**src/rtl/infix_to_postfix_converter_core_macros.svh**
```systemverilog
// Assertion macros for the converter. Each macro expects clk and arst_n in scope.
`ifndef INFIX_TO_POSTFIX_CONVERTER_CORE_MACROS_SVH
`define INFIX_TO_POSTFIX_CONVERTER_CORE_MACROS_SVH

`ifndef ASSERT_OFF

`define ITPC_ASSERT_IMP(lbl, ante, cons, msg) \
	lbl: assert property (@(posedge clk) disable iff (!arst_n) (ante) |-> (cons)) \
		else $error(msg);

`define ITPC_ASSERT_NXT(lbl, ante, cons, msg) \
	lbl: assert property (@(posedge clk) disable iff (!arst_n) (ante) |=> (cons)) \
		else $error(msg);

`else

`define ITPC_ASSERT_IMP(lbl, ante, cons, msg)

`define ITPC_ASSERT_NXT(lbl, ante, cons, msg)

`endif

`endif

```
**src/rtl/itpc_pkg.sv**
```systemverilog
package itpc_pkg;

	localparam int STACK_DEPTH_DEF = 16;

	typedef logic [2:0] op_code_t;

	localparam op_code_t OP_LPAREN = 3'd0;
	localparam op_code_t OP_ADD    = 3'd1;
	localparam op_code_t OP_SUB    = 3'd2;
	localparam op_code_t OP_MUL    = 3'd3;
	localparam op_code_t OP_DIV    = 3'd4;
	localparam op_code_t OP_POW    = 3'd5;

	typedef logic [1:0] err_t;

	localparam err_t ERR_NONE            = 2'd0;
	localparam err_t ERR_OVERFLOW        = 2'd1;
	localparam err_t ERR_UNMATCHED_CLOSE = 2'd2;
	localparam err_t ERR_UNMATCHED_OPEN  = 2'd3;

	typedef logic [1:0] level_t;

	localparam logic [7:0] CH_NUL    = 8'h00;
	localparam logic [7:0] CH_SPACE  = 8'h20;
	localparam logic [7:0] CH_LPAREN = 8'h28;
	localparam logic [7:0] CH_RPAREN = 8'h29;
	localparam logic [7:0] CH_MUL    = 8'h2A;
	localparam logic [7:0] CH_ADD    = 8'h2B;
	localparam logic [7:0] CH_SUB    = 8'h2D;
	localparam logic [7:0] CH_DIV    = 8'h2F;
	localparam logic [7:0] CH_POW    = 8'h5E;

	typedef enum logic [1:0] {
		CLS_OPERAND,
		CLS_OPERATOR,
		CLS_LPAREN,
		CLS_RPAREN
	} char_class_t;

	function automatic char_class_t char_class(input logic [7:0] c);
		char_class_t r;
		case (c)
			CH_ADD, CH_SUB, CH_MUL, CH_DIV, CH_POW: r = CLS_OPERATOR;
			CH_LPAREN: r = CLS_LPAREN;
			CH_RPAREN: r = CLS_RPAREN;
			default: r = CLS_OPERAND;
		endcase
		return r;
	endfunction

	function automatic op_code_t char_op(input logic [7:0] c);
		op_code_t r;
		case (c)
			CH_ADD: r = OP_ADD;
			CH_SUB: r = OP_SUB;
			CH_MUL: r = OP_MUL;
			CH_DIV: r = OP_DIV;
			CH_POW: r = OP_POW;
			default: r = OP_LPAREN;
		endcase
		return r;
	endfunction

	function automatic level_t op_level(input op_code_t op);
		level_t r;
		case (op)
			OP_ADD, OP_SUB: r = 2'd1;
			OP_MUL, OP_DIV: r = 2'd2;
			OP_POW: r = 2'd3;
			default: r = 2'd0;
		endcase
		return r;
	endfunction

	function automatic logic [7:0] op_symbol(input op_code_t op);
		logic [7:0] r;
		case (op)
			OP_LPAREN: r = CH_LPAREN;
			OP_ADD: r = CH_ADD;
			OP_SUB: r = CH_SUB;
			OP_MUL: r = CH_MUL;
			OP_DIV: r = CH_DIV;
			OP_POW: r = CH_POW;
			default: r = CH_NUL;
		endcase
		return r;
	endfunction

endpackage

```
**src/rtl/itpc_in_if.sv**
```systemverilog
interface itpc_in_if;
	logic       valid;
	logic       ready;
	logic [7:0] in_char;
	logic       end_of_expr;

	modport source (output valid, output in_char, output end_of_expr, input ready);
	modport sink (input valid, input in_char, input end_of_expr, output ready);
endinterface

```
**src/rtl/itpc_out_if.sv**
```systemverilog
interface itpc_out_if;
	logic       valid;
	logic       ready;
	logic [7:0] out_char;
	logic       last;
	logic [1:0] error;

	modport source (output valid, output out_char, output last, output error, input ready);
	modport sink (input valid, input out_char, input last, input error, output ready);
endinterface

```
**src/rtl/itpc_ram.sv**
```systemverilog
module itpc_ram #(
	parameter int WIDTH = 3,
	parameter int DEPTH = 16
) (
	input  logic                     clk,
	input  logic                     we,
	input  logic [$clog2(DEPTH)-1:0] waddr,
	input  logic [WIDTH-1:0]         wdata,
	input  logic                     re,
	input  logic [$clog2(DEPTH)-1:0] raddr,
	output logic [WIDTH-1:0]         rdata
);
	logic [WIDTH-1:0] mem [DEPTH];

	always_ff @(posedge clk) begin
		if (we) begin
			mem[waddr] <= wdata;
		end
		if (re) begin
			rdata <= mem[raddr];
		end
	end
endmodule

```
**src/rtl/infix_to_postfix_converter_core.sv**
```systemverilog
// Channel   Direction  Transaction payload
// infix     in         in_char[7:0], end_of_expr
// postfix   out        out_char[7:0], last, error[1:0]
//
// An operand character passes the decode, end and finish states before input is ready again.
// Every stack entry examined adds a stack RAM read state and a compare state; a push adds
// a push state, and each check that finds the stack empty adds a read state.
// The single-port-read operator stack RAM and the pop loop around it set this sequence.
// Reset clears the sequencer, the stack count and the error flag; the stack needs no clearing.
// A stalled output holds the sequencer wherever it has a result to hand over.
`include "infix_to_postfix_converter_core_macros.svh"

module infix_to_postfix_converter_core #(
	parameter int STACK_DEPTH = itpc_pkg::STACK_DEPTH_DEF
) (
	input  logic clk,
	input  logic arst_n,
	itpc_in_if.sink     infix,
	itpc_out_if.source  postfix
);
	import itpc_pkg::*;

	localparam int CNT_W  = $clog2(STACK_DEPTH + 1);
	localparam int ADDR_W = $clog2(STACK_DEPTH);

	typedef enum logic [6:0] {
		S_IDLE   = 7'b0000001,
		S_DECODE = 7'b0000010,
		S_READ   = 7'b0000100,
		S_CMP    = 7'b0001000,
		S_PUSH   = 7'b0010000,
		S_END    = 7'b0100000,
		S_FIN    = 7'b1000000
	} state_t;

	typedef enum logic [1:0] {
		MODE_OPERATOR,
		MODE_CLOSE,
		MODE_FLUSH
	} pop_mode_t;

	state_t     state_q, state_d;
	pop_mode_t  mode_q, mode_d;
	logic [CNT_W-1:0] count_q, count_d;
	err_t       err_seen_q, err_seen_d;
	logic [7:0] char_q;
	logic       end_q;

	logic       pend_vq;
	logic [7:0] pend_char_q;
	err_t       pend_err_q;

	logic       out_vq;
	logic [7:0] out_char_q;
	logic       out_last_q;
	err_t       out_err_q;

	logic       emit;
	logic [7:0] emit_char;
	err_t       emit_err;
	logic       fin_load;
	logic       can_out;
	logic       stall;
	logic       to_out;

	logic              ram_we;
	logic              ram_re;
	logic [ADDR_W-1:0] ram_waddr;
	logic [ADDR_W-1:0] ram_raddr;
	op_code_t          ram_rdata;
	op_code_t          cur_op;
	level_t            cur_level;
	logic [CNT_W-1:0]  count_dec;

	assign cur_op    = char_op(char_q);
	assign cur_level = op_level(cur_op);
	assign count_dec = count_q - CNT_W'(1);
	assign ram_waddr = count_q[ADDR_W-1:0];
	assign ram_raddr = count_dec[ADDR_W-1:0];

	assign can_out  = !out_vq || postfix.ready;
	assign fin_load = (state_q == S_FIN) && (pend_vq || end_q);
	assign stall    = (emit && pend_vq && !can_out) || (fin_load && !can_out);
	assign to_out   = (emit && pend_vq && can_out) || (fin_load && can_out);

	assign infix.ready     = (state_q == S_IDLE);
	assign postfix.valid   = out_vq;
	assign postfix.out_char = out_char_q;
	assign postfix.last    = out_last_q;
	assign postfix.error   = out_err_q;

	itpc_ram #(
		.WIDTH($bits(op_code_t)),
		.DEPTH(STACK_DEPTH)
	) u_stack (
		.clk  (clk),
		.we   (ram_we),
		.waddr(ram_waddr),
		.wdata(cur_op),
		.re   (ram_re),
		.raddr(ram_raddr),
		.rdata(ram_rdata)
	);

	always_comb begin
		state_d    = state_q;
		mode_d     = mode_q;
		count_d    = count_q;
		err_seen_d = err_seen_q;
		emit       = 1'b0;
		emit_char  = CH_NUL;
		emit_err   = ERR_NONE;
		ram_we     = 1'b0;
		ram_re     = 1'b0;
		case (state_q)
			S_IDLE: begin
				if (infix.valid) begin
					state_d = S_DECODE;
				end
			end
			S_DECODE: begin
				case (char_class(char_q))
					CLS_OPERATOR: begin
						emit      = 1'b1;
						emit_char = CH_SPACE;
						mode_d    = MODE_OPERATOR;
						state_d   = S_READ;
					end
					CLS_LPAREN: begin
						state_d = S_PUSH;
					end
					CLS_RPAREN: begin
						emit      = 1'b1;
						emit_char = CH_SPACE;
						mode_d    = MODE_CLOSE;
						state_d   = S_READ;
					end
					default: begin
						emit      = 1'b1;
						emit_char = char_q;
						state_d   = S_END;
					end
				endcase
			end
			S_READ: begin
				if (count_q == '0) begin
					case (mode_q)
						MODE_OPERATOR: begin
							state_d = S_PUSH;
						end
						MODE_CLOSE: begin
							if (err_seen_q == ERR_NONE) begin
								emit       = 1'b1;
								emit_err   = ERR_UNMATCHED_CLOSE;
								err_seen_d = ERR_UNMATCHED_CLOSE;
							end
							state_d = S_END;
						end
						default: begin
							state_d = S_FIN;
						end
					endcase
				end else begin
					ram_re  = 1'b1;
					state_d = S_CMP;
				end
			end
			S_CMP: begin
				case (mode_q)
					MODE_OPERATOR: begin
						if (op_level(ram_rdata) >= cur_level) begin
							emit      = 1'b1;
							emit_char = op_symbol(ram_rdata);
							count_d   = count_dec;
							state_d   = S_READ;
						end else begin
							state_d = S_PUSH;
						end
					end
					MODE_CLOSE: begin
						count_d = count_dec;
						if (ram_rdata == OP_LPAREN) begin
							state_d = S_END;
						end else begin
							emit      = 1'b1;
							emit_char = op_symbol(ram_rdata);
							state_d   = S_READ;
						end
					end
					default: begin
						count_d = count_dec;
						state_d = S_READ;
						if (ram_rdata == OP_LPAREN) begin
							if (err_seen_q == ERR_NONE) begin
								emit       = 1'b1;
								emit_err   = ERR_UNMATCHED_OPEN;
								err_seen_d = ERR_UNMATCHED_OPEN;
							end
						end else begin
							emit      = 1'b1;
							emit_char = op_symbol(ram_rdata);
						end
					end
				endcase
			end
			S_PUSH: begin
				if (count_q >= CNT_W'(STACK_DEPTH)) begin
					if (err_seen_q == ERR_NONE) begin
						emit       = 1'b1;
						emit_err   = ERR_OVERFLOW;
						err_seen_d = ERR_OVERFLOW;
					end
				end else begin
					ram_we  = 1'b1;
					count_d = count_q + CNT_W'(1);
				end
				state_d = S_END;
			end
			S_END: begin
				if (end_q && (count_q != '0)) begin
					emit      = 1'b1;
					emit_char = CH_SPACE;
					mode_d    = MODE_FLUSH;
					state_d   = S_READ;
				end else begin
					state_d = S_FIN;
				end
			end
			S_FIN: begin
				if (end_q) begin
					err_seen_d = ERR_NONE;
				end
				state_d = S_IDLE;
			end
			default: begin
				state_d = S_IDLE;
			end
		endcase
	end

	always_ff @(posedge clk or negedge arst_n) begin
		if (!arst_n) begin
			state_q    <= S_IDLE;
			mode_q     <= MODE_OPERATOR;
			count_q    <= '0;
			err_seen_q <= ERR_NONE;
			end_q      <= 1'b0;
			pend_vq    <= 1'b0;
			out_vq     <= 1'b0;
		end else begin
			if (!stall) begin
				state_q    <= state_d;
				mode_q     <= mode_d;
				count_q    <= count_d;
				err_seen_q <= err_seen_d;
			end
			if (infix.valid && infix.ready) begin
				end_q <= infix.end_of_expr;
			end
			if (emit && !stall) begin
				pend_vq <= 1'b1;
			end else if (fin_load && can_out) begin
				pend_vq <= 1'b0;
			end
			if (to_out) begin
				out_vq <= 1'b1;
			end else if (postfix.ready) begin
				out_vq <= 1'b0;
			end
		end
	end

	always_ff @(posedge clk) begin
		if (infix.valid && infix.ready) begin
			char_q <= infix.in_char;
		end
		if (emit && !stall) begin
			pend_char_q <= emit_char;
			pend_err_q  <= emit_err;
		end
		if (to_out) begin
			out_char_q <= pend_vq ? pend_char_q : CH_NUL;
			out_err_q  <= pend_vq ? pend_err_q : ERR_NONE;
			out_last_q <= fin_load ? end_q : 1'b0;
		end
	end

	`ITPC_ASSERT_IMP(a_count_bound, 1'b1, count_q <= CNT_W'(STACK_DEPTH),
		"Stack count exceeds the stack depth.")
	`ITPC_ASSERT_IMP(a_idle_drained, state_q == S_IDLE, !pend_vq,
		"A result is still pending while the converter accepts a transaction.")
	`ITPC_ASSERT_IMP(a_end_clean, (state_q == S_IDLE) && end_q,
		(count_q == '0) && (err_seen_q == ERR_NONE),
		"Stack or error flag left set after the end of an expression.")
	`ITPC_ASSERT_IMP(a_push_room, ram_we, count_q < CNT_W'(STACK_DEPTH),
		"Stack write issued with a full stack.")
	`ITPC_ASSERT_IMP(a_err_char, out_vq && (out_err_q != ERR_NONE), out_char_q == CH_NUL,
		"An error report carries a nonzero character.")
	`ITPC_ASSERT_NXT(a_read_then_cmp, ram_re && !stall, state_q == S_CMP,
		"A stack read is not followed by the compare step.")
endmodule

```
**src/flat_wrapper.sv**
```systemverilog
// flat-port wrapper written by rule: the top's interface ports become plain ports
module infix_to_postfix_converter_core_flat import itpc_pkg::*;
#(
	parameter int STACK_DEPTH = itpc_pkg::STACK_DEPTH_DEF
)
  (clk, arst_n, infix_valid, infix_in_char, infix_end_of_expr, infix_ready, postfix_valid, postfix_out_char, postfix_last, postfix_error, postfix_ready);
  itpc_in_if infix_i ();
  itpc_out_if postfix_i ();
  input  logic clk;
  input  logic arst_n;
  input wire logic [$bits(infix_i.valid)-1:0] infix_valid;
  input wire logic [$bits(infix_i.in_char)-1:0] infix_in_char;
  input wire logic [$bits(infix_i.end_of_expr)-1:0] infix_end_of_expr;
  output wire logic [$bits(infix_i.ready)-1:0] infix_ready;
  output wire logic [$bits(postfix_i.valid)-1:0] postfix_valid;
  output wire logic [$bits(postfix_i.out_char)-1:0] postfix_out_char;
  output wire logic [$bits(postfix_i.last)-1:0] postfix_last;
  output wire logic [$bits(postfix_i.error)-1:0] postfix_error;
  input wire logic [$bits(postfix_i.ready)-1:0] postfix_ready;
  assign infix_i.valid = infix_valid;
  assign infix_i.in_char = infix_in_char;
  assign infix_i.end_of_expr = infix_end_of_expr;
  assign infix_ready = infix_i.ready;
  assign postfix_valid = postfix_i.valid;
  assign postfix_out_char = postfix_i.out_char;
  assign postfix_last = postfix_i.last;
  assign postfix_error = postfix_i.error;
  assign postfix_i.ready = postfix_ready;
  infix_to_postfix_converter_core #(.STACK_DEPTH(STACK_DEPTH)) u_core (.clk(clk), .arst_n(arst_n), .infix(infix_i), .postfix(postfix_i));
endmodule
```
**config.mk**
```make
export PLATFORM = sky130hd
export DESIGN_NAME = infix_to_postfix_converter_core_flat
export DESIGN_NICKNAME = d
export VERILOG_FILES = /design/src/rtl/itpc_pkg.sv /design/src/rtl/itpc_in_if.sv /design/src/rtl/itpc_out_if.sv /design/src/rtl/itpc_ram.sv /design/src/rtl/infix_to_postfix_converter_core.sv /design/src/flat_wrapper.sv
export VERILOG_INCLUDE_DIRS = /design/src /design/src/rtl
export SDC_FILE = /design/constraint.sdc
export NUM_CORES = 1
export LEC_CHECK = 0
export BUFFER_PORTS_ARGS = -buffer_cell sky130_fd_sc_hd__buf_4
export CAP_MARGIN = 20
export CORE_ASPECT_RATIO = 1.4
export CORE_UTILIZATION = 35
export DETAILED_ROUTE_END_ITERATION = 12
export GPL_TIMING_DRIVEN = 1
export SLEW_MARGIN = 20
export SYNTH_ARGS = -nofsm -noshare
export SYNTH_HDL_FRONTEND = slang
export SYNTH_SLANG_ARGS = --single-unit
```
**constraint.sdc**
```tcl
create_clock -name clk -period 4.5 [get_ports clk]
set_input_delay 0.9 -clock clk [delete_from_list [all_inputs] [get_ports clk]]
set_output_delay 0.9 -clock clk [all_outputs]
set_load 0.03 [all_outputs]
```
==> run_results.csv <==
group,metric,value,unit
global_routing,grt_pass1_vias,3359,
clocking,clk_path_buf_depth,2,
routing,routed.top_layer,"met4",
global_routing,track_usage,15.56,%
final_layout,multi_input_area,1958,sq um
final_layout,antenna_cells,0,
clocking,cts_buffers,9,
synthesis,synth_cell_type_count,70,
timing,fin_worst_skew,11.01,ps
pwr,p_per_area,507.7,nW/um^2
pwr,p_leak,2.046,nW
floorplanning,pin_count,26,
timing,worst_slew_pin_slew,809.6,ps
clocking,cts_hold_buffers,0,
setup_path,path_max_fanout,11,
floorplanning,dieArea,14790,sq um
routing,met3WireLength,421,um
floorplanning,fp.dieW,103.1,um
clocking,clk_pin_slew,80,ps
synthesis,synthFlopType,"edfxtp_1",
setup_path,required,4560,ps
timing,fin_crit,3698,ps
final_layout,fin_nets,432,
flow_run,drv_cap,0,
synthesis,synth-edff-count,80,
placement,io_buffer_count,25,
timing,max_freq,0.2704,GHz
clocking,post-cts-setup-buffer-count,0,
clocking,cts_sinks,99,
worst_hold_path,hp-class,"primary input to asynchronous set/reset pin",
routing,wl_per_cell,17.47,um
routing,wl,10460,um
routing,num_vias,3211,
timing,finalHoldViolations,0,
routing,met1_length,3669,um
placement,gp_congestion,0.8833,
setup_path,crit_path_cell_trace,"nor4bb_1 > a31oi_1 > nor4_2 > a21oi_1 > ha_1 > or3_1 > a21oi_1 > nor3_2 > or4_1 > nand2_1 > nor2_1",
timing,finalCritPeriodShare,82.18,%
synthesis,async_flop_share,19.19,%
final_layout,fin_util,40.65,%
setup_path,arrival,3760,ps
synthesis,syn_avg_cell_area,12.84,sq um
outcome,status,"complete, no violations",
final_layout,area_growth,12.95,%
synthesis,synth_area,5006,sq um
setup_path,worst_setup_path_start_kind,"register",
routing,vias_per_cell,5.361,
final_layout,seqCellArea,2879,sq um
timing,drv_slew,0,
timing,relSlewSlack,45.83,%
setup_path,cp-end-kind,"register",
final_layout,fillers,1333,
floorplanning,chipHeight,143.5,um
clocking,cts_tree,"done",
placement,hpwl,7845,um
clocking,clkLatencyLatePin,360,ps
clocking,ctsResizeCount,0,
synthesis,seq_area_frac_synth,57.51,%
routing,first_iter_violations,124,
final_layout,drive_above_1_share,20.77,%
timing,setup_viol,0,
timing,finalSetupTns,0,ps
clocking,cts_root_buf,"clkbuf_16",
setup_path,path_class,"register to register",
setup_path,cpMaxStageDelayCell,"or4_1",
routing,antenna_left,0,
synthesis,ys_ff_latch,99,
routing,route.met2.wl,5938,um
synthesis,ys_warn_count,0,
timing,rsz0062_at_grt,"no",
floorplanning,start_util,35.99,%
floorplanning,core_area,13910,sq um
routing,drc,0,
global_routing,grt_pass1_wl,16740,um
synthesis,synthCells,390,
routing,dr.pass1.iters,5,
setup_path,cpMostUsedCell,"a21oi_1",
floorplanning,rows,51,
global_routing,antenna_found_initial,0,
synthesis,synth_nets,413,
global_routing,grt.overflow.total,0,
clocking,htree_levels,3,
setup_path,cp_slowest_stage_delay,720,ps
pwr,vdd_drop_max,0.2000,mV
global_routing,grt_max_degree,22,
==> kinds of logic after synthesis <==
logic type                 after synthesis  synth area share (%)
and+or+nand+nor                        146                 16.92
buffers and inverters                   34                 3.574
adders and majority gates               10                 2.499
AOI/OAI and AO/OA                       71                 9.623
muxes                                   23                 8.648
xor gates and xnor gates                 7                 1.225
DFF                                     99                 57.51
==> cell usage after synthesis (2+ instances only) <==
library cell / count / area (sq um)
edfxtp_1: 80 / 2402
nor2_1: 30 / 112.6
nand2_1: 21 / 78.83
dfrtp_1: 18 / 450.4
nand3_1: 16 / 80.08
o21ai_0: 16 / 80.08
a21oi_1: 15 / 75.07
mux4_2: 15 / 337.8
nor3_1: 14 / 70.07
and2_1: 12 / 75.07
clkbuf_1: 11 / 41.29
inv_1: 11 / 41.29
ha_1: 10 / 125.1
a21o_1: 7 / 52.55
nand2b_1: 7 / 43.79
or3_1: 6 / 37.54
buf_2: 5 / 25.02
xnor2_1: 5 / 43.79
a211oi_1: 4 / 30.03
buf_6: 4 / 45.04
mux2_2: 4 / 45.04
nor4b_1: 4 / 35.03
o211ai_1: 4 / 30.03
a22o_1: 3 / 26.28
a31oi_1: 3 / 18.77
a32o_1: 3 / 30.03
nand3b_1: 3 / 22.52
nand4_1: 3 / 18.77
nor2b_1: 3 / 18.77
o22ai_1: 3 / 18.77
a211o_1: 2 / 17.52
and3_1: 2 / 12.51
mux2_4: 2 / 30.03
mux2i_1: 2 / 20.02
nand4b_1: 2 / 17.52
nor4b_4: 2 / 47.55
or2_2: 2 / 12.51
or3b_2: 2 / 17.52
or4b_1: 2 / 20.02
xor2_1: 2 / 17.52
==> area by class of cell <==
| class | instances | area share (%) |
|---|---|---|
| sequential | 99 | 50.92 |
| multi-input combinational | 257 | 34.63 |
| timing repair buffer | 31 | 4.116 |
| tap | 185 | 4.094 |
| clock buffer | 9 | 3.983 |
| clock inverter | 7 | 1.527 |
| inverter | 11 | 0.7303 |
==> flip-flops by register name, summed over array words and instances, names as in the netlist <==
name and count:
u_core.end_q 1, u_core.pend_char_q 8, u_core.postfix.out_char 8, u_core.pend_err_q 2, u_core.mode_q 2, u_core.postfix.last 1
u_core.postfix.error 2, u_core.err_seen_q 2, u_core.u_stack.rdata 3, u_core.char_q 8, u_core.u_stack.mem 48, u_core.pend_vq 1
u_core.count_q 5, u_core.state_q 7, u_core.postfix.valid 1
==> worst paths after layout <==
| path | endpoint | from | slack [ps] | cells after the start |
|---|---|---|---|---|
| max reg2reg | u_core.postfix.out_char[0]$_SDFFCE_PN0P_ | u_core.char_q[0]$_DFFE_PP_ | 800 | 11 |
| min | u_core.mode_q[1]$_DFFE_PN0P_ | arst_n | 410 | 1 |
| min reg2reg | u_core.postfix.out_char[2]$_SDFFCE_PN0P_ | u_core.pend_char_q[2]$_DFFE_PP_ | 520 | 1 |
| max | u_core.postfix.out_char[0]$_SDFFCE_PN0P_ | u_core.char_q[0]$_DFFE_PP_ | 800 | 11 |
| min in group clk | u_core.postfix.out_char[2]$_SDFFCE_PN0P_ | u_core.pend_char_q[2]$_DFFE_PP_ | 520 | 1 |
| max in group asynchronous | u_core.state_q[0]$_DFFE_PN1P_ | arst_n | 3820 | 1 |
==> cell usage in the layout, fill, tap and decap left out, types with 10 or more instances in the layout <==
cell type and instances:
edfxtp_1 80, buf_4 31, nor2_1 30, nand2_1 21, dfrtp_1 18, nand3_1 16, o21ai_0 16, mux4_2 15
a21oi_1 14, nor3_1 14, and2_1 12, inv_1 11, ha_1 10
==> metal layers <==
metal	global-route usage (%)	vias to the layer above
met5	0	-
met4	9.340	0
met3	3.405	28
met2	29.44	83
met1	14.96	1569
li1	-	1531
==> metrics by stage <==
| stage | std cells | setup slack, ps | cell area (sq um) | power [mW] | hold slack (ps) |
|---|---|---|---|---|---|
| floorplan | 390 | 366.2 | 5006 | 1.898 | 502.6 |
| global placement | 583 | 943.7 | 5339 | 2.097 | 506.9 |
| detailed placement | 583 | 817.1 | 5339 | 2.114 | 513.6 |
| CTS | 599 | 806.6 | 5650 | 2.904 | 413.4 |
| global route | 599 | 546.4 | 5654 | 3.023 | 421.3 |
| finish | 599 | 802.1 | 5654 | 2.871 | 409.9 |
==> critical path, delay by kind of cell, from the launching register on <==
kind                       cells  cell delay (ps)
and+or+nand+nor                7             2290
DFF                            1              500
AOI/OAI and AO/OA              3              420
adders and majority gates      1              190
==> power breakdown <==
group | total (mW) | internal [mW] | switching, mW
logic | 0.807 | 0.347 | 0.459
clock network | 0.786 | 0.401 | 0.385
registers | 1.28 | 1.15 | 0.126
Note: power is estimated with default switching activity, not from simulation.
